[src/rtl/core/dmnc_pkg.sv]
// ----------------------------------------------------------------------------
// dmnc_pkg
// Shared types, constants and register codes of the dual microphone noise
// classifier.
// ----------------------------------------------------------------------------
package dmnc_pkg;

  localparam int SAMPLE_BITS = 8;
  localparam int SUM_W       = 16;
  localparam int DIVIDEND_W  = SUM_W + 1;
  localparam int LEN_W       = 9;
  localparam int MATCH_W     = 9;
  localparam int HOLD_W      = 17;
  localparam int ADDR_W      = 5;
  localparam int DATA_W      = 32;

  localparam logic [SUM_W-1:0]  SUM_MAX  = '1;
  localparam logic [HOLD_W-1:0] HOLD_MAX = '1;

  // register index codes (paddr[4:2])
  localparam logic [2:0] REG_WINDOW_LENGTH    = 3'd0;
  localparam logic [2:0] REG_LEVEL_THRESHOLD  = 3'd1;
  localparam logic [2:0] REG_MATCH_TOLERANCE  = 3'd2;
  localparam logic [2:0] REG_NOISE_ON_COUNT   = 3'd3;
  localparam logic [2:0] REG_NOISE_HOLD_COUNT = 3'd4;

  localparam logic [7:0]  RST_WINDOW_LENGTH    = 8'd1;
  localparam logic [7:0]  RST_LEVEL_THRESHOLD  = 8'd85;
  localparam logic [7:0]  RST_MATCH_TOLERANCE  = 8'd10;
  localparam logic [7:0]  RST_NOISE_ON_COUNT   = 8'd5;
  localparam logic [15:0] RST_NOISE_HOLD_COUNT = 16'd1000;

  typedef struct packed {
    logic [SAMPLE_BITS-1:0] level_local;
    logic [SAMPLE_BITS-1:0] level_remote;
  } in_t;

  typedef struct packed {
    logic [7:0] mean_local;
    logic [7:0] mean_remote;
    logic       window_active;
    logic       noise_flag;
    logic       lamp_green;
    logic       lamp_red;
  } out_t;

  // request to the shared divider
  typedef struct packed {
    logic                  start;
    logic [DIVIDEND_W-1:0] dividend;
    logic [LEN_W-1:0]      divisor;
  } div_req_t;

endpackage

[src/rtl/core/dmnc_div.sv]
// ----------------------------------------------------------------------------
// dmnc_div
// Restoring divider, one quotient bit per cycle, quotient clamped to 255.
// ----------------------------------------------------------------------------
module dmnc_div (
  input  logic                clk,
  input  logic                rst_n,
  input  dmnc_pkg::div_req_t  req,
  output logic                done,
  output logic [7:0]          quotient
);

  logic [dmnc_pkg::LEN_W-1:0]  rem_r, rem_nxt;
  logic [7:0]                  quo_r, quo_nxt;
  logic [3:0]                  cnt_r, cnt_nxt;
  logic                        busy_r, busy_nxt;
  logic [dmnc_pkg::LEN_W-1:0]  divisor_r, divisor_nxt;
  logic [dmnc_pkg::LEN_W:0]    trial;
  logic                        fits;

  assign trial    = {rem_r, quo_r[7]};
  assign fits     = trial >= {1'b0, divisor_r};
  assign done     = busy_r && (cnt_r == 4'd0);
  assign quotient = quo_r;

  always_comb begin
    rem_nxt     = rem_r;
    quo_nxt     = quo_r;
    cnt_nxt     = cnt_r;
    busy_nxt    = busy_r;
    divisor_nxt = divisor_r;
    if (req.start) begin
      busy_nxt    = 1'b1;
      divisor_nxt = req.divisor;
      if (req.dividend >= {req.divisor, 8'd0}) begin
        quo_nxt = 8'hff;
        cnt_nxt = 4'd0;
      end else begin
        rem_nxt = req.dividend[dmnc_pkg::DIVIDEND_W-1:8];
        quo_nxt = req.dividend[7:0];
        cnt_nxt = 4'd8;
      end
    end else if (busy_r) begin
      if (cnt_r == 4'd0) begin
        busy_nxt = 1'b0;
      end else begin
        rem_nxt = fits ? trial[dmnc_pkg::LEN_W-1:0] - divisor_r : trial[dmnc_pkg::LEN_W-1:0];
        quo_nxt = {quo_r[6:0], fits};
        cnt_nxt = cnt_r - 4'd1;
      end
    end
  end

  always_ff @(posedge clk) begin
    if (!rst_n) begin
      busy_r <= 1'b0;
      cnt_r  <= 4'd0;
    end else begin
      busy_r <= busy_nxt;
      cnt_r  <= cnt_nxt;
    end
  end

  always_ff @(posedge clk) begin
    rem_r     <= rem_nxt;
    quo_r     <= quo_nxt;
    divisor_r <= divisor_nxt;
  end

endmodule

[src/rtl/core/dual_mic_noise_classifier.sv]
// ----------------------------------------------------------------------------
// dual_mic_noise_classifier
// Windowed averaging of two microphone levels and noise/voice classification.
// ----------------------------------------------------------------------------
// After a sample pair that does not close a window, the block passes through
// S_ACC before it takes the next one. A closing sample holds off new samples
// while both window averages go through one shared divider that produces one
// quotient bit per cycle, local channel first, then remote (an average that
// clamps at 255 skips the bit steps), followed by classification in S_EVAL.
// A finished result sits in the output register while the next samples are
// taken; a second window end waits for it to be transferred.
module dual_mic_noise_classifier (
  input  logic                          clk,
  input  logic                          rst_n,
  input  logic                          in_valid,
  output logic                          in_ready,
  input  dmnc_pkg::in_t                 in_data,
  output logic                          out_valid,
  input  logic                          out_ready,
  output dmnc_pkg::out_t                out_data,
  input  logic                          psel,
  input  logic                          penable,
  input  logic                          pwrite,
  input  logic [dmnc_pkg::ADDR_W-1:0]   paddr,
  input  logic [dmnc_pkg::DATA_W-1:0]   pwdata,
  output logic [dmnc_pkg::DATA_W-1:0]   prdata,
  output logic                          pready
);

  localparam logic [2:0] S_IDLE    = 3'd0;
  localparam logic [2:0] S_ACC     = 3'd1;
  localparam logic [2:0] S_DA_GO   = 3'd2;
  localparam logic [2:0] S_DA_WAIT = 3'd3;
  localparam logic [2:0] S_DB_GO   = 3'd4;
  localparam logic [2:0] S_DB_WAIT = 3'd5;
  localparam logic [2:0] S_EVAL    = 3'd6;

  // config registers
  logic [7:0]  win_len_r, thresh_r, tol_r, on_cnt_r;
  logic [15:0] hold_lim_r;
  logic        cfg_wr;
  logic [2:0]  reg_idx;

  // state
  logic [2:0]                    state_r, state_nxt;
  logic [dmnc_pkg::SUM_W-1:0]    sum_a_r, sum_a_nxt, sum_b_r, sum_b_nxt;
  logic [7:0]                    smp_cnt_r, smp_cnt_nxt;
  logic [dmnc_pkg::MATCH_W-1:0]  match_r, match_nxt;
  logic [dmnc_pkg::HOLD_W-1:0]   hold_r, hold_nxt;
  logic                          noise_r, noise_nxt;
  logic                          green_r, green_nxt;
  logic                          red_r, red_nxt;
  logic                          out_valid_r, out_valid_nxt;
  dmnc_pkg::out_t                out_data_r, out_data_nxt;
  dmnc_pkg::in_t                 smp_r;
  logic [7:0]                    mean_a_r, mean_a_nxt, mean_b_r, mean_b_nxt;

  // datapath
  logic [dmnc_pkg::SUM_W:0]      add_a, add_b;
  logic [7:0]                    cnt_inc;
  logic [dmnc_pkg::LEN_W-1:0]    len;
  dmnc_pkg::div_req_t            div_req;
  logic                          div_done;
  logic [7:0]                    div_q;
  logic                          active;
  logic [7:0]                    diff;
  logic [dmnc_pkg::MATCH_W-1:0]  match_inc;
  logic                          out_free;

  // configuration port
  assign pready  = 1'b1;
  assign reg_idx = paddr[4:2];
  assign cfg_wr  = psel && penable && pwrite;

  always_comb begin
    unique case (reg_idx)
      dmnc_pkg::REG_WINDOW_LENGTH:    prdata = {24'd0, win_len_r};
      dmnc_pkg::REG_LEVEL_THRESHOLD:  prdata = {24'd0, thresh_r};
      dmnc_pkg::REG_MATCH_TOLERANCE:  prdata = {24'd0, tol_r};
      dmnc_pkg::REG_NOISE_ON_COUNT:   prdata = {24'd0, on_cnt_r};
      dmnc_pkg::REG_NOISE_HOLD_COUNT: prdata = {16'd0, hold_lim_r};
      default:                        prdata = '0;
    endcase
  end

  always_ff @(posedge clk) begin
    if (!rst_n) begin
      win_len_r  <= dmnc_pkg::RST_WINDOW_LENGTH;
      thresh_r   <= dmnc_pkg::RST_LEVEL_THRESHOLD;
      tol_r      <= dmnc_pkg::RST_MATCH_TOLERANCE;
      on_cnt_r   <= dmnc_pkg::RST_NOISE_ON_COUNT;
      hold_lim_r <= dmnc_pkg::RST_NOISE_HOLD_COUNT;
    end else if (cfg_wr) begin
      unique case (reg_idx)
        dmnc_pkg::REG_WINDOW_LENGTH:    win_len_r  <= pwdata[7:0];
        dmnc_pkg::REG_LEVEL_THRESHOLD:  thresh_r   <= pwdata[7:0];
        dmnc_pkg::REG_MATCH_TOLERANCE:  tol_r      <= pwdata[7:0];
        dmnc_pkg::REG_NOISE_ON_COUNT:   on_cnt_r   <= pwdata[7:0];
        dmnc_pkg::REG_NOISE_HOLD_COUNT: hold_lim_r <= pwdata[15:0];
        default: ;
      endcase
    end
  end

  // shared divider
  assign len = (win_len_r == 8'd0) ? 9'd256 : {1'b0, win_len_r};

  always_comb begin
    div_req.start    = (state_r == S_DA_GO) || (state_r == S_DB_GO);
    div_req.divisor  = len;
    div_req.dividend = (state_r == S_DB_GO) ? {1'b0, sum_b_r} : {1'b0, sum_a_r};
    div_req.dividend = div_req.dividend + {9'd0, len[8:1]};
  end

  dmnc_div u_div (
    .clk      (clk),
    .rst_n    (rst_n),
    .req      (div_req),
    .done     (div_done),
    .quotient (div_q)
  );

  // accumulate and classify
  assign add_a     = {1'b0, sum_a_r} + {9'd0, smp_r.level_local};
  assign add_b     = {1'b0, sum_b_r} + {9'd0, smp_r.level_remote};
  assign cnt_inc   = smp_cnt_r + 8'd1;
  assign active    = (mean_a_r < thresh_r) || (mean_b_r < thresh_r);
  assign diff      = (mean_a_r > mean_b_r) ? mean_a_r - mean_b_r : mean_b_r - mean_a_r;
  assign match_inc = match_r + 9'd1;
  assign out_free  = !out_valid_r || out_ready;

  always_comb begin
    state_nxt     = state_r;
    sum_a_nxt     = sum_a_r;
    sum_b_nxt     = sum_b_r;
    smp_cnt_nxt   = smp_cnt_r;
    match_nxt     = match_r;
    hold_nxt      = hold_r;
    noise_nxt     = noise_r;
    green_nxt     = green_r;
    red_nxt       = red_r;
    mean_a_nxt    = mean_a_r;
    mean_b_nxt    = mean_b_r;
    out_valid_nxt = out_valid_r && !out_ready;
    out_data_nxt  = out_data_r;

    unique case (state_r)
      S_IDLE: begin
        if (in_valid) state_nxt = S_ACC;
      end
      S_ACC: begin
        sum_a_nxt = add_a[dmnc_pkg::SUM_W] ? dmnc_pkg::SUM_MAX : add_a[dmnc_pkg::SUM_W-1:0];
        sum_b_nxt = add_b[dmnc_pkg::SUM_W] ? dmnc_pkg::SUM_MAX : add_b[dmnc_pkg::SUM_W-1:0];
        if (noise_r && (hold_r != dmnc_pkg::HOLD_MAX)) hold_nxt = hold_r + 17'd1;
        if (cnt_inc == win_len_r) begin
          smp_cnt_nxt = 8'd0;
          state_nxt   = S_DA_GO;
        end else begin
          smp_cnt_nxt = cnt_inc;
          state_nxt   = S_IDLE;
        end
      end
      S_DA_GO:   state_nxt = S_DA_WAIT;
      S_DA_WAIT: begin
        if (div_done) begin
          mean_a_nxt = div_q;
          state_nxt  = S_DB_GO;
        end
      end
      S_DB_GO:   state_nxt = S_DB_WAIT;
      S_DB_WAIT: begin
        if (div_done) begin
          mean_b_nxt = div_q;
          state_nxt  = S_EVAL;
        end
      end
      S_EVAL: begin
        if (out_free) begin
          sum_a_nxt = '0;
          sum_b_nxt = '0;
          if (active) begin
            if (diff < tol_r) begin
              match_nxt = match_inc;
              if (match_inc > {1'b0, on_cnt_r}) begin
                match_nxt = '0;
                hold_nxt  = '0;
                noise_nxt = 1'b1;
              end
            end else if (noise_r) begin
              if (hold_r > {1'b0, hold_lim_r}) begin
                hold_nxt  = '0;
                noise_nxt = 1'b0;
              end
            end else if (match_r != '0) begin
              match_nxt = match_r - 9'd1;
            end
            green_nxt = !noise_nxt;
            red_nxt   = noise_nxt;
          end else if (!noise_r) begin
            green_nxt = 1'b0;
            red_nxt   = 1'b0;
          end
          out_valid_nxt              = 1'b1;
          out_data_nxt.mean_local    = mean_a_r;
          out_data_nxt.mean_remote   = mean_b_r;
          out_data_nxt.window_active = active;
          out_data_nxt.noise_flag    = noise_nxt;
          out_data_nxt.lamp_green    = green_nxt;
          out_data_nxt.lamp_red      = red_nxt;
          state_nxt                  = S_IDLE;
        end
      end
      default: state_nxt = S_IDLE;
    endcase
  end

  always_ff @(posedge clk) begin
    if (!rst_n) begin
      state_r     <= S_IDLE;
      sum_a_r     <= '0;
      sum_b_r     <= '0;
      smp_cnt_r   <= '0;
      match_r     <= '0;
      hold_r      <= '0;
      noise_r     <= 1'b0;
      green_r     <= 1'b0;
      red_r       <= 1'b0;
      out_valid_r <= 1'b0;
    end else begin
      state_r     <= state_nxt;
      sum_a_r     <= sum_a_nxt;
      sum_b_r     <= sum_b_nxt;
      smp_cnt_r   <= smp_cnt_nxt;
      match_r     <= match_nxt;
      hold_r      <= hold_nxt;
      noise_r     <= noise_nxt;
      green_r     <= green_nxt;
      red_r       <= red_nxt;
      out_valid_r <= out_valid_nxt;
    end
  end

  always_ff @(posedge clk) begin
    if (in_valid && in_ready) smp_r <= in_data;
    mean_a_r   <= mean_a_nxt;
    mean_b_r   <= mean_b_nxt;
    out_data_r <= out_data_nxt;
  end

  assign in_ready  = (state_r == S_IDLE);
  assign out_valid = out_valid_r;
  assign out_data  = out_data_r;

endmodule
[config.mk]
export PLATFORM = sky130hd
export DESIGN_NAME = dual_mic_noise_classifier
export DESIGN_NICKNAME = d
export VERILOG_FILES = /design/src/rtl/core/dmnc_pkg.sv /design/src/rtl/core/dmnc_div.sv /design/src/rtl/core/dual_mic_noise_classifier.sv
export SDC_FILE = /design/constraint.sdc
export NUM_CORES = 1
export LEC_CHECK = 0
export BUFFER_PORTS_ARGS = -buffer_cell sky130_fd_sc_hd__buf_2
export CORE_MARGIN = 5
export CORE_UTILIZATION = 55
export DETAILED_ROUTE_END_ITERATION = 10
export PLACE_DENSITY = 0.83
export SLEW_MARGIN = 20
export SYNTH_ARGS = -nofsm -noshare
export SYNTH_HDL_FRONTEND = slang
export SYNTH_SLANG_ARGS = --single-unit
export TNS_END_PERCENT = 1
[constraint.sdc]
create_clock -name clk -period 10.71 [get_ports clk]
set_clock_uncertainty 0.15 [all_clocks]
set_input_delay 0 -clock clk [delete_from_list [all_inputs] [get_ports clk]]
set_output_delay 0 -clock clk [all_outputs]
set_load 0.005 [all_outputs]
Word-level counts from Yosys, hierarchy flattened
Cells that the tools add are included.
Cells by class
  equal/unequal tests: 24
  shift operators: 0
  reductions and logical operators: 34
  div/mod/pow operators: 0
  multipliers: 0
  muxes and demuxes: 58
  add/subtract/negate cells: 11
  bitwise gates (word level): 0
  order comparisons: 8
Operators with widths (number)
  $mux W17: 7
  $mux W9: 10
  $pmux W16 S5: 1
  $mux W16: 4
  $pmux W16 S2: 2
  $add A16 B8 Y17: 3
  $mux W8: 6
  $pmux W17 S2: 1
  $lt A8 B8 Y1: 3
  $pmux W3 S7: 1
  $reduce_and A2 Y1: 10
  $add A17 B1 Y17 const B: 1
  $ge A17 B17 Y1: 1
  $gt A17 B16 Y1: 1
  $mux W1: 17
  $ne A17 B17 Y1 const B: 1
  $mux W4: 4
  $ne A2 B2 Y1 const B: 8
  $sub A8 B8 Y8: 2
  $eq A3 B2 Y1 const B: 4
  $eq A3 B3 Y1 const B: 4
  $mux W3: 4
  $ge A10 B9 Y1: 1
  $add A9 B1 Y9 const B: 1
  23 further kinds: 38
Word-level totals
  ROM bits: 0
  memories: 0
  bits in writable memories: 0
  latch bits: 0
  output and inout bits: 55
  word-level logic and storage cells: 165
  bits of input ports: 60
  flip-flop bits (word level): 204

Logic depth before layout (Yosys ltp)
Gate-level depths: netlist of the first run.
  word-level depth: 9
  mapped depth: 24
  mapped depth without buffers: 22

Cells and area by module
From an unflattened synthesis of the first run, not the netlist that was laid out.
Second synthesis, totals
  cell total of the unflattened synthesis: 1464
  area, all modules: 13121.3 um2
By module, submodules not included
  dual_mic_noise_classifier: sequential area each 3983.8 um2, times used 1, area each 11111.9 um2, cells each 1270
  dmnc_div: sequential area each 880.8 um2, times used 1, area each 2009.4 um2, cells each 194

Least setup slack after synthesis of the first run
Ideal clock, no wire load.
  path kind: register -> register
  start: register state_r[1]
  end: register u_div.rem_r[0] (netlist name) (enable)
  cell stages (with the launch flop): 24
  setup time: 0.381 ns
  arrival time: 4.648 ns
  setup slack: 5.531 ns
  buffers on the path: 2
  path through: dfxtp_1 > buf_6 > nor3b_4 > clkbuf_1 > nand2_1 > nand2_1 > ha_1 > inv_1 > fa_1 > nor2b_1 > o31a_1 > o31a_1 > o21ai_1 > a211oi_1 > xnor2_1 > mux2i_1 > ha_1 > nand4_1 > nor4_1 > o21ai_0 > a2111oi_2 > a211oi_2 > o21ai_2 > o21ai_0
On the way
  longest elaborated chain between the ends: 6
  elaborated cells between the ends (all ways): 10
  those cells by class: add/sub (1); order compare (1); eq/ne (4); mux (1); reduce/logical (3)
Ends and longest elaborated chain
  from (decl): RTL line dual_mic_noise_classifier.sv:45  | logic [2:0] state_r, state_nxt;
  from (signal assigned): RTL line dual_mic_noise_classifier.sv:230  | state_r <= state_nxt;
  $eq A3 B3 Y1: RTL line dual_mic_noise_classifier.sv:109, dual_mic_noise_classifier.sv:111
  $mux W16: RTL line dual_mic_noise_classifier.sv:111  | div_req.dividend = (state_r == S_DB_GO) ? {1'b0, sum_b_r} : {1'b0, sum_a_r};
  $add A16 B8 Y17: RTL line dual_mic_noise_classifier.sv:112  | div_req.dividend = div_req.dividend + {9'd0, len[8:1]};
  $ge A17 B17 Y1: RTL line dmnc_div.sv:35  | if (req.dividend >= {req.divisor, 8'd0}) begin
  $ne A2 B2 Y1 (no line)
  $reduce_and A3 Y1 (no line) *
  to (signal assigned): RTL line dmnc_div.sv:65  | rem_r <= rem_nxt;
  to (decl): RTL line dmnc_div.sv:13  | logic [dmnc_pkg::LEN_W-1:0] rem_r, rem_nxt;
Every way passes the cells marked *; elsewhere a longest branch is shown, timed or not.
A chain may end at the register's enable or synchronous reset.

Final worst setup path of the first run
  start: register state_r[2]
  end: register u_div.rem_r[4] (netlist name) (enable)
The elaborated chain is that of the path after synthesis.

==> results.tsv, run 1 <==
metric	value	unit
dr_wl_met2	15660	um
min_from	in_data[6]	
fp.dieH	165.1	um
path_clk_slew	0.06	ns
fin_tns_setup	0	ns
internal-power	1.377	mW
synth_compound_area_frac	0.1885	
drv_slew	0	
max_freq	163.7	MHz
rsz0062_at_grt	no	
layoutNonFillerInstCount	1898	
ys_top_cells_by_area	dfxtp_1, edfxtp_1, ha_1, a21oi_1, mux2i_1	
antenna-diode-count	0	
post-route-period-util	0.5705	
routed_wirelength	33080	um
swShare	0.2482	
fin_util	0.6310	
antenna_found_initial	0	
route.met3.wl	2365	um
wl_per_cell	17.43	um
cp.arrival	6.11	ns
worstPathRequired	10.71	ns
place_area	13690	um2
fin_crit	6.110	ns
ios	115	
leakagePower	6.116	nW
place_congestion	0.8948	
dp.cells	1811	
grt_pass1_wl	54350	um
area_growth	12.56	%
yosys.area_share.simple	0.1799	
drt-met1-wl	13880	um
ir_worst_vdd	153.0	uV
pre_cts_ws	4.744	ns
min_path_cells	2	
dr_total_vias	11380	
cts_tree	yes	
yosysTopAreaCell	dfxtp_1	
synthFlopType	dfxtp_1	
dieArea	27270	um2
relSlewSlack	0.2336	
netlist_area	13240	um2
die_w	165.1	um
cts_resized	0	
htree_levels	1	
async_reset_ff_frac	0	
reg2reg_slack	4.60	ns
nets	1736	
avgSynthCellArea	8.944	um2
clkPwrFrac	0.430	
clkSinkCount	204	
drv_cap	0	
initial_core_util	0.5606	
rows	56	
cts_root_buffer	clkbuf_16	
muxShareOfSynthArea	0.04773	
hold_path_class	input port to flop	
grt_max_degree	73	
synth_edf_count	78	
top_layer_used	met4	
synth.distinct_cells	99	
drcViolationCount	0	
synth_xor_area_frac	0.03875	
synth_cells	1480	
synthAdderAreaFrac	0.1121	
yosysSeqAreaShare	0.3675	
crit_type	flop to flop	
via_per_inst	5.994	
setup_slack	4.600	ns
core	23610	um2
cts_buffers	24	
port_buffers	79	
path_max_fanout	19	
seq_power_share	0.460	
comb_power_share	0.110	
drtIter0Drc	859	
synth_top_family_by_area	compound AO/OA/AOI/OAI gates	
place_hpwl	23140	um
outcome	complete, no violations	
cp-end-kind	flop	
grt_pass1_vias	10990	
regToRegEndpoint	u_div.rem_r[4]	
drt_first_pass_iters	6	
finalHoldViolCount	0	
power.density	122.9	nW/um2
worst_slew_pin_slew	1.149	ns
r2r_cells	21	
r2r-start	state_r[2]	
yosys_warnings	0	
overflow	0	
drtAntennaViolNets	0	
cts_buffer_depth	3	
whs_endpoint	smp_r[6]	
setup_viol	0	
grt_util_all_layers	0.2417	
layout-drive-gt1-share	0.1127	
fin_area	14900	um2
yosysTopAreaCellShare	0.1905	
p_sw	0.4547	mW
clk_latency	0.51	ns
ys_seq_elements	204	
worstSetupStartpointType	flop	
## cells by family after synthesis
logic type | after synthesis
xor+xnor | 57
other cells | 2
mux | 62
flops | 204
fa+ha+maj | 115
buf+inv | 198
compound gates | 375
simple gates | 467
## layout make-up
class	count	area [um2]
Fill cell	1897	8712
Multi-Input combinational cell	1093	7574
Clock inverter	12	72.57
Tap cell	319	399.1
Clock buffer	32	706.9
Sequential cell	204	4865
Timing Repair Buffer	128	870.8
Inverter	110	412.9
## synthesized netlist by cell type, types with 34 or more instances
cell,n
nand2_1,134
dfxtp_1,126
nor2_1,119
a21oi_1,114
ha_1,109
inv_1,107
edfxtp_1,78
o21ai_0,63
mux2i_1,53
clkbuf_1,47
nand3_1,39
xnor2_1,37
nor3_1,34
## cells in the final DEF, fill, tap and decap left out, types with 26 or more instances in the layout
master,n
nand2_1,134
dfxtp_1,126
nor2_1,119
a21oi_1,114
ha_1,109
inv_1,107
buf_2,79
edfxtp_1,78
o21ai_0,62
mux2i_1,53
dlygate4sd3_1,43
nand3_1,39
xnor2_1,37
nor3_1,33
a211oi_1,27
clkbuf_16,26
## power groups by stage
stage	logic (mW)	registers, mW	clock network, mW
global route	0.223	0.845	0.830
CTS	0.197	0.843	0.794
global placement	0.177	0.859	0
finish	0.201	0.843	0.788
floorplan	0.149	0.852	0
detailed placement	0.184	0.859	0
## worst max-delay path: stages (launching register included)
cell       delay, ns
dfxtp_1         0.65
nor3b_4         0.78
nand2_1         0.11
nand2_1         0.10
ha_1            0.18
inv_1           0.07
fa_1            0.41
nor2b_1         0.19
o31a_1          0.22
o31a_1          0.15
o21ai_1         0.15
a211oi_1        0.35
xnor2_1         0.19
mux2i_1         0.12
ha_1            0.32
nand4_1         0.08
nor4_1          0.31
o21ai_0         0.17
a2111oi_2       0.26
a211oi_2        0.15
o21ai_2         0.30
o21ai_1         0.35
## routing by layer
| metal | up-vias | GRT usage |
|---|---|---|
| met5 | - | 0 |
| met4 | 0 | 0.08771 |
| met3 | 95 | 0.03599 |
| met2 | 466 | 0.4052 |
| met1 | 5354 | 0.3176 |
| li1 | 5462 | - |
## per-stage QoR
stage | power, mW | hold slack (ns)
after global placement | 1.036 | 0.02602
after global routing | 1.898 | 0.05737
final | 1.832 | 0.05271
after detailed placement | 1.044 | 0.02810
after floorplan | 1.001 | -0.05113
after CTS | 1.834 | 0.03564
## worst max-delay path by stage
stage / startpoint / endpoint
after floorplan: state_r[1] / u_div.rem_r[0]
after global placement: state_r[2] / u_div.rem_r[4]
after detailed placement: state_r[2] / u_div.rem_r[6]
after CTS: state_r[2] / u_div.rem_r[4]
after global routing: state_r[2] / u_div.rem_r[7]
final: state_r[2] / u_div.rem_r[4]
## timing repair
action	4_1_cts	5_1_grt
endpoints found under the hold margin	81	0
buffers inserted	0	0
hold buffers	43	0
## state kept, by name (all words and copies together), names as in the netlist, 16 cells and up
signal	count
hold_lim_r	16
hold_r	17
out_data	20
smp_r	16
sum_a_r	16
sum_b_r	16
Power figures use the tool's default switching activity.
==> run 2, diff against run 1 <==
--- a/config.mk
+++ b/config.mk
@@ -9,7 +9,7 @@
 export CORE_MARGIN = 5
 export CORE_UTILIZATION = 55
 export DETAILED_ROUTE_END_ITERATION = 10
-export PLACE_DENSITY = 0.83
+export PLACE_DENSITY = 0.86
 export SLEW_MARGIN = 20
 export SYNTH_ARGS = -nofsm -noshare
 export SYNTH_HDL_FRONTEND = slang
==> constraint.sdc (replaced) <==
create_clock -name clk -period 5.5 [get_ports clk]
set_clock_uncertainty 0.15 [all_clocks]
set_input_delay 0 -clock clk [delete_from_list [all_inputs] [get_ports clk]]
set_output_delay 0 -clock clk [all_outputs]
set_load 0.005 [all_outputs]
==> run 2 against run 1 <==
  * Sequential power up 95%
  * Maximum frequency is 18% higher
  * Final area up 0.39%
  * Clock power increased by 92%
  * First-iteration DRC count is 13% higher
  * Worst hold slack lost 0.0029 ns
  * Critical endpoint is now match_r[3]
==> results.tsv, run 2 (synthesized netlist as in run 1, its figures left out) <==
metric	value	unit	change
power.density	236.8	nW/um2	+93%
mostFrequentLayoutCells	nand2_1, dfxtp_1, nor2_1		
fin_area	14960	um2	+0.39%
grt_pass1_wl	55560	um	+2.2%
grt_util_all_layers	0.2474		+0.005725
overflow	0		unchanged
largest_reg_flops	20		unchanged
core	23610	um2	unchanged
timing.hold.ws	0.04978	ns	-0.002938 ns
gr-usage-met3	0.04294		+0.006950
grt_max_degree	73		unchanged
clkSinkCount	204		unchanged
port_buffers	79		unchanged
nets	1747		+0.63%
fin_total_pwr	3.542	mW	+93%
fill_cells	1848		-2.6%
crit_chain	inv_1 -> ha_1 -> inv_1 -> fa_1 -> nand3_1 -> a21oi_1 -> o22ai_2 -> buf_4 -> mux2i_1 -> o22ai_1 -> o21ai_1 -> xnor2_1 -> ha_1 -> a21oi_1 -> o21ai_0 -> a21oi_4 -> o21bai_1 -> nand3_1 -> buf_4 -> a2111oi_0 -> a211oi_1		
cts_setup_buffers	0		unchanged
place_hpwl	23750	um	+2.6%
rows	56		unchanged
crit_type	flop to flop		
drtAntennaViolNets	0		unchanged
hold_path_class	input port to flop		
use_met2	0.4130		+0.007795
drtIter0Drc	974		+13%
max_freq	193.9	MHz	+18%
fp.dieH	165.1	um	unchanged
ir_worst_vdd	261.8	uV	+71%
cts_buffers	23		-4.2%
place_area	13770	um2	+0.60%
setup_viol	0		unchanged
path_max_fanout	18		-1
via_per_inst	6.031		+0.62%
layout-drive-gt1-share	0.1185		+0.005733
dp.cells	1822		+0.61%
post-route-period-util	0.9378		+0.3673
path_clk_slew	0.07	ns	about the same
routed_wirelength	33870	um	+2.4%
dieArea	27270	um2	unchanged
area_growth	13.01	%	
clk_latency	0.51	ns	about the same
leakagePower	6.158	nW	+0.69%
worst_slew_pin_slew	1.090	ns	-0.05925 ns
antenna_found_initial	0		unchanged
finalHoldViolCount	0		unchanged
cts_buffer_depth	3		unchanged
place_congestion	0.9043		+1.1%
grt_pass1_vias	11170		+1.6%
busiest_layer	met2		
die_w	165.1	um	unchanged
relSlewSlack	0.2731		+0.03952
slowest_delay	0.48	ns	-0.30 ns
outcome	complete, no violations		
cts_tree	yes		
antenna-diode-count	0		unchanged
crit_family	compound AO/OA/AOI/OAI gates		
crit_buf_inv	4		+3
initial_core_util	0.5606		unchanged
fin_tns_setup	0	ns	unchanged
layoutNonFillerInstCount	1906		+0.42%
final_common_cell	nand2_1		
drcViolationCount	0		unchanged
cts_root_buffer	clkbuf_16		
fin_crit	5.158	ns	-0.9521 ns
wl_per_cell	17.77	um	+2.0%
htree_levels	1		unchanged
ios	115		unchanged
slowest_stage	edfxtp_1		
cp-end-kind	flop		
worstSetupStartpointType	flop		
worstPathRequired	5.70	ns	-5.01 ns
drt_first_pass_iters	5		-1
cp.arrival	5.36	ns	-0.75 ns
use_met1	0.3221		+0.004504
dr_total_vias	11500		+1.0%
drv_cap	0		unchanged
rsz0062_at_grt	no		
drv_slew	0		unchanged
==> run 2: cell count changes in the layout (fill, tap and decap cells not counted), sizes merged <==
cell         change
inv              +2
bufinv           +1
dlygate4sd3      +1
clkinv           -4
buf             +11
clkinvlp         -2
clkbuf           -1
==> run 2: per-layer routing <==
layer	wire, um	part of all wire
met2	16010	0.47
met5	0	0
met4	1377	0.041
met1	14120	0.42
met3	2368	0.070
==> run 2: stage by stage <==
stage | setup slack (ns) | utilization
CTS | 0.2859 | 0.6331
floorplan | 0.3208 | -
global placement | 0.5395 | 0.5831
finish | 0.3420 | 0.6335
global route | 0.0006746 | 0.6335
detailed placement | 0.3675 | 0.5831
==> run 2: final timing paths <==
check | from | to | slack [ns] | cells after the start
worst min register to register | hold_lim_r[13] | hold_lim_r[13] | 0.33 | 2
worst max-delay path | mean_a_r[0] | match_r[3] | 0.34 | 21
worst max register to register | mean_a_r[0] | match_r[3] | 0.34 | 21
worst min-delay path | in_data[2] | smp_r[2] | 0.05 | 2
==> run 2: final cells by class <==
cell class	instances	area [um2]	area share
Multi-Input combinational cell	1093	7577	0.5065
Sequential cell	204	4866	0.3253
Timing Repair Buffer	140	963.4	0.06440
Clock buffer	31	656.9	0.04391
Inverter	110	412.9	0.02760
Tap cell	319	399.1	0.02668
Clock inverter	9	83.83	0.005604
==> run 2: repair_timing <==
| item | CTS | global route |
|---|---|---|
| hold buffers | 44 | 0 |
| setup endpoints to repair | 0 | 11 |
| gates resized for setup | 0 | 2 |
| endpoints found under the hold margin | 68 | 0 |
==> run 2: report_power, final <==
| group | internal [mW] | total (mW) | switching, mW |
|---|---|---|---|
| combinational | 0.169 | 0.393 | 0.224 |
| sequential | 1.61 | 1.64 | 0.0334 |
| clock | 0.888 | 1.51 | 0.619 |
==> run 2: worst register-to-register path, stage by stage, from the launching register on <==
cell	delay (ns)
edfxtp_1	0.48
inv_1	0.10
ha_1	0.14
inv_1	0.07
fa_1	0.39
nand3_1	0.11
a21oi_1	0.10
o22ai_2	0.38
buf_4	0.25
mux2i_1	0.22
o22ai_1	0.13
o21ai_1	0.22
xnor2_1	0.17
ha_1	0.28
a21oi_1	0.14
o21ai_0	0.16
a21oi_4	0.45
o21bai_1	0.22
nand3_1	0.22
buf_4	0.25
a2111oi_0	0.29
a211oi_1	0.10
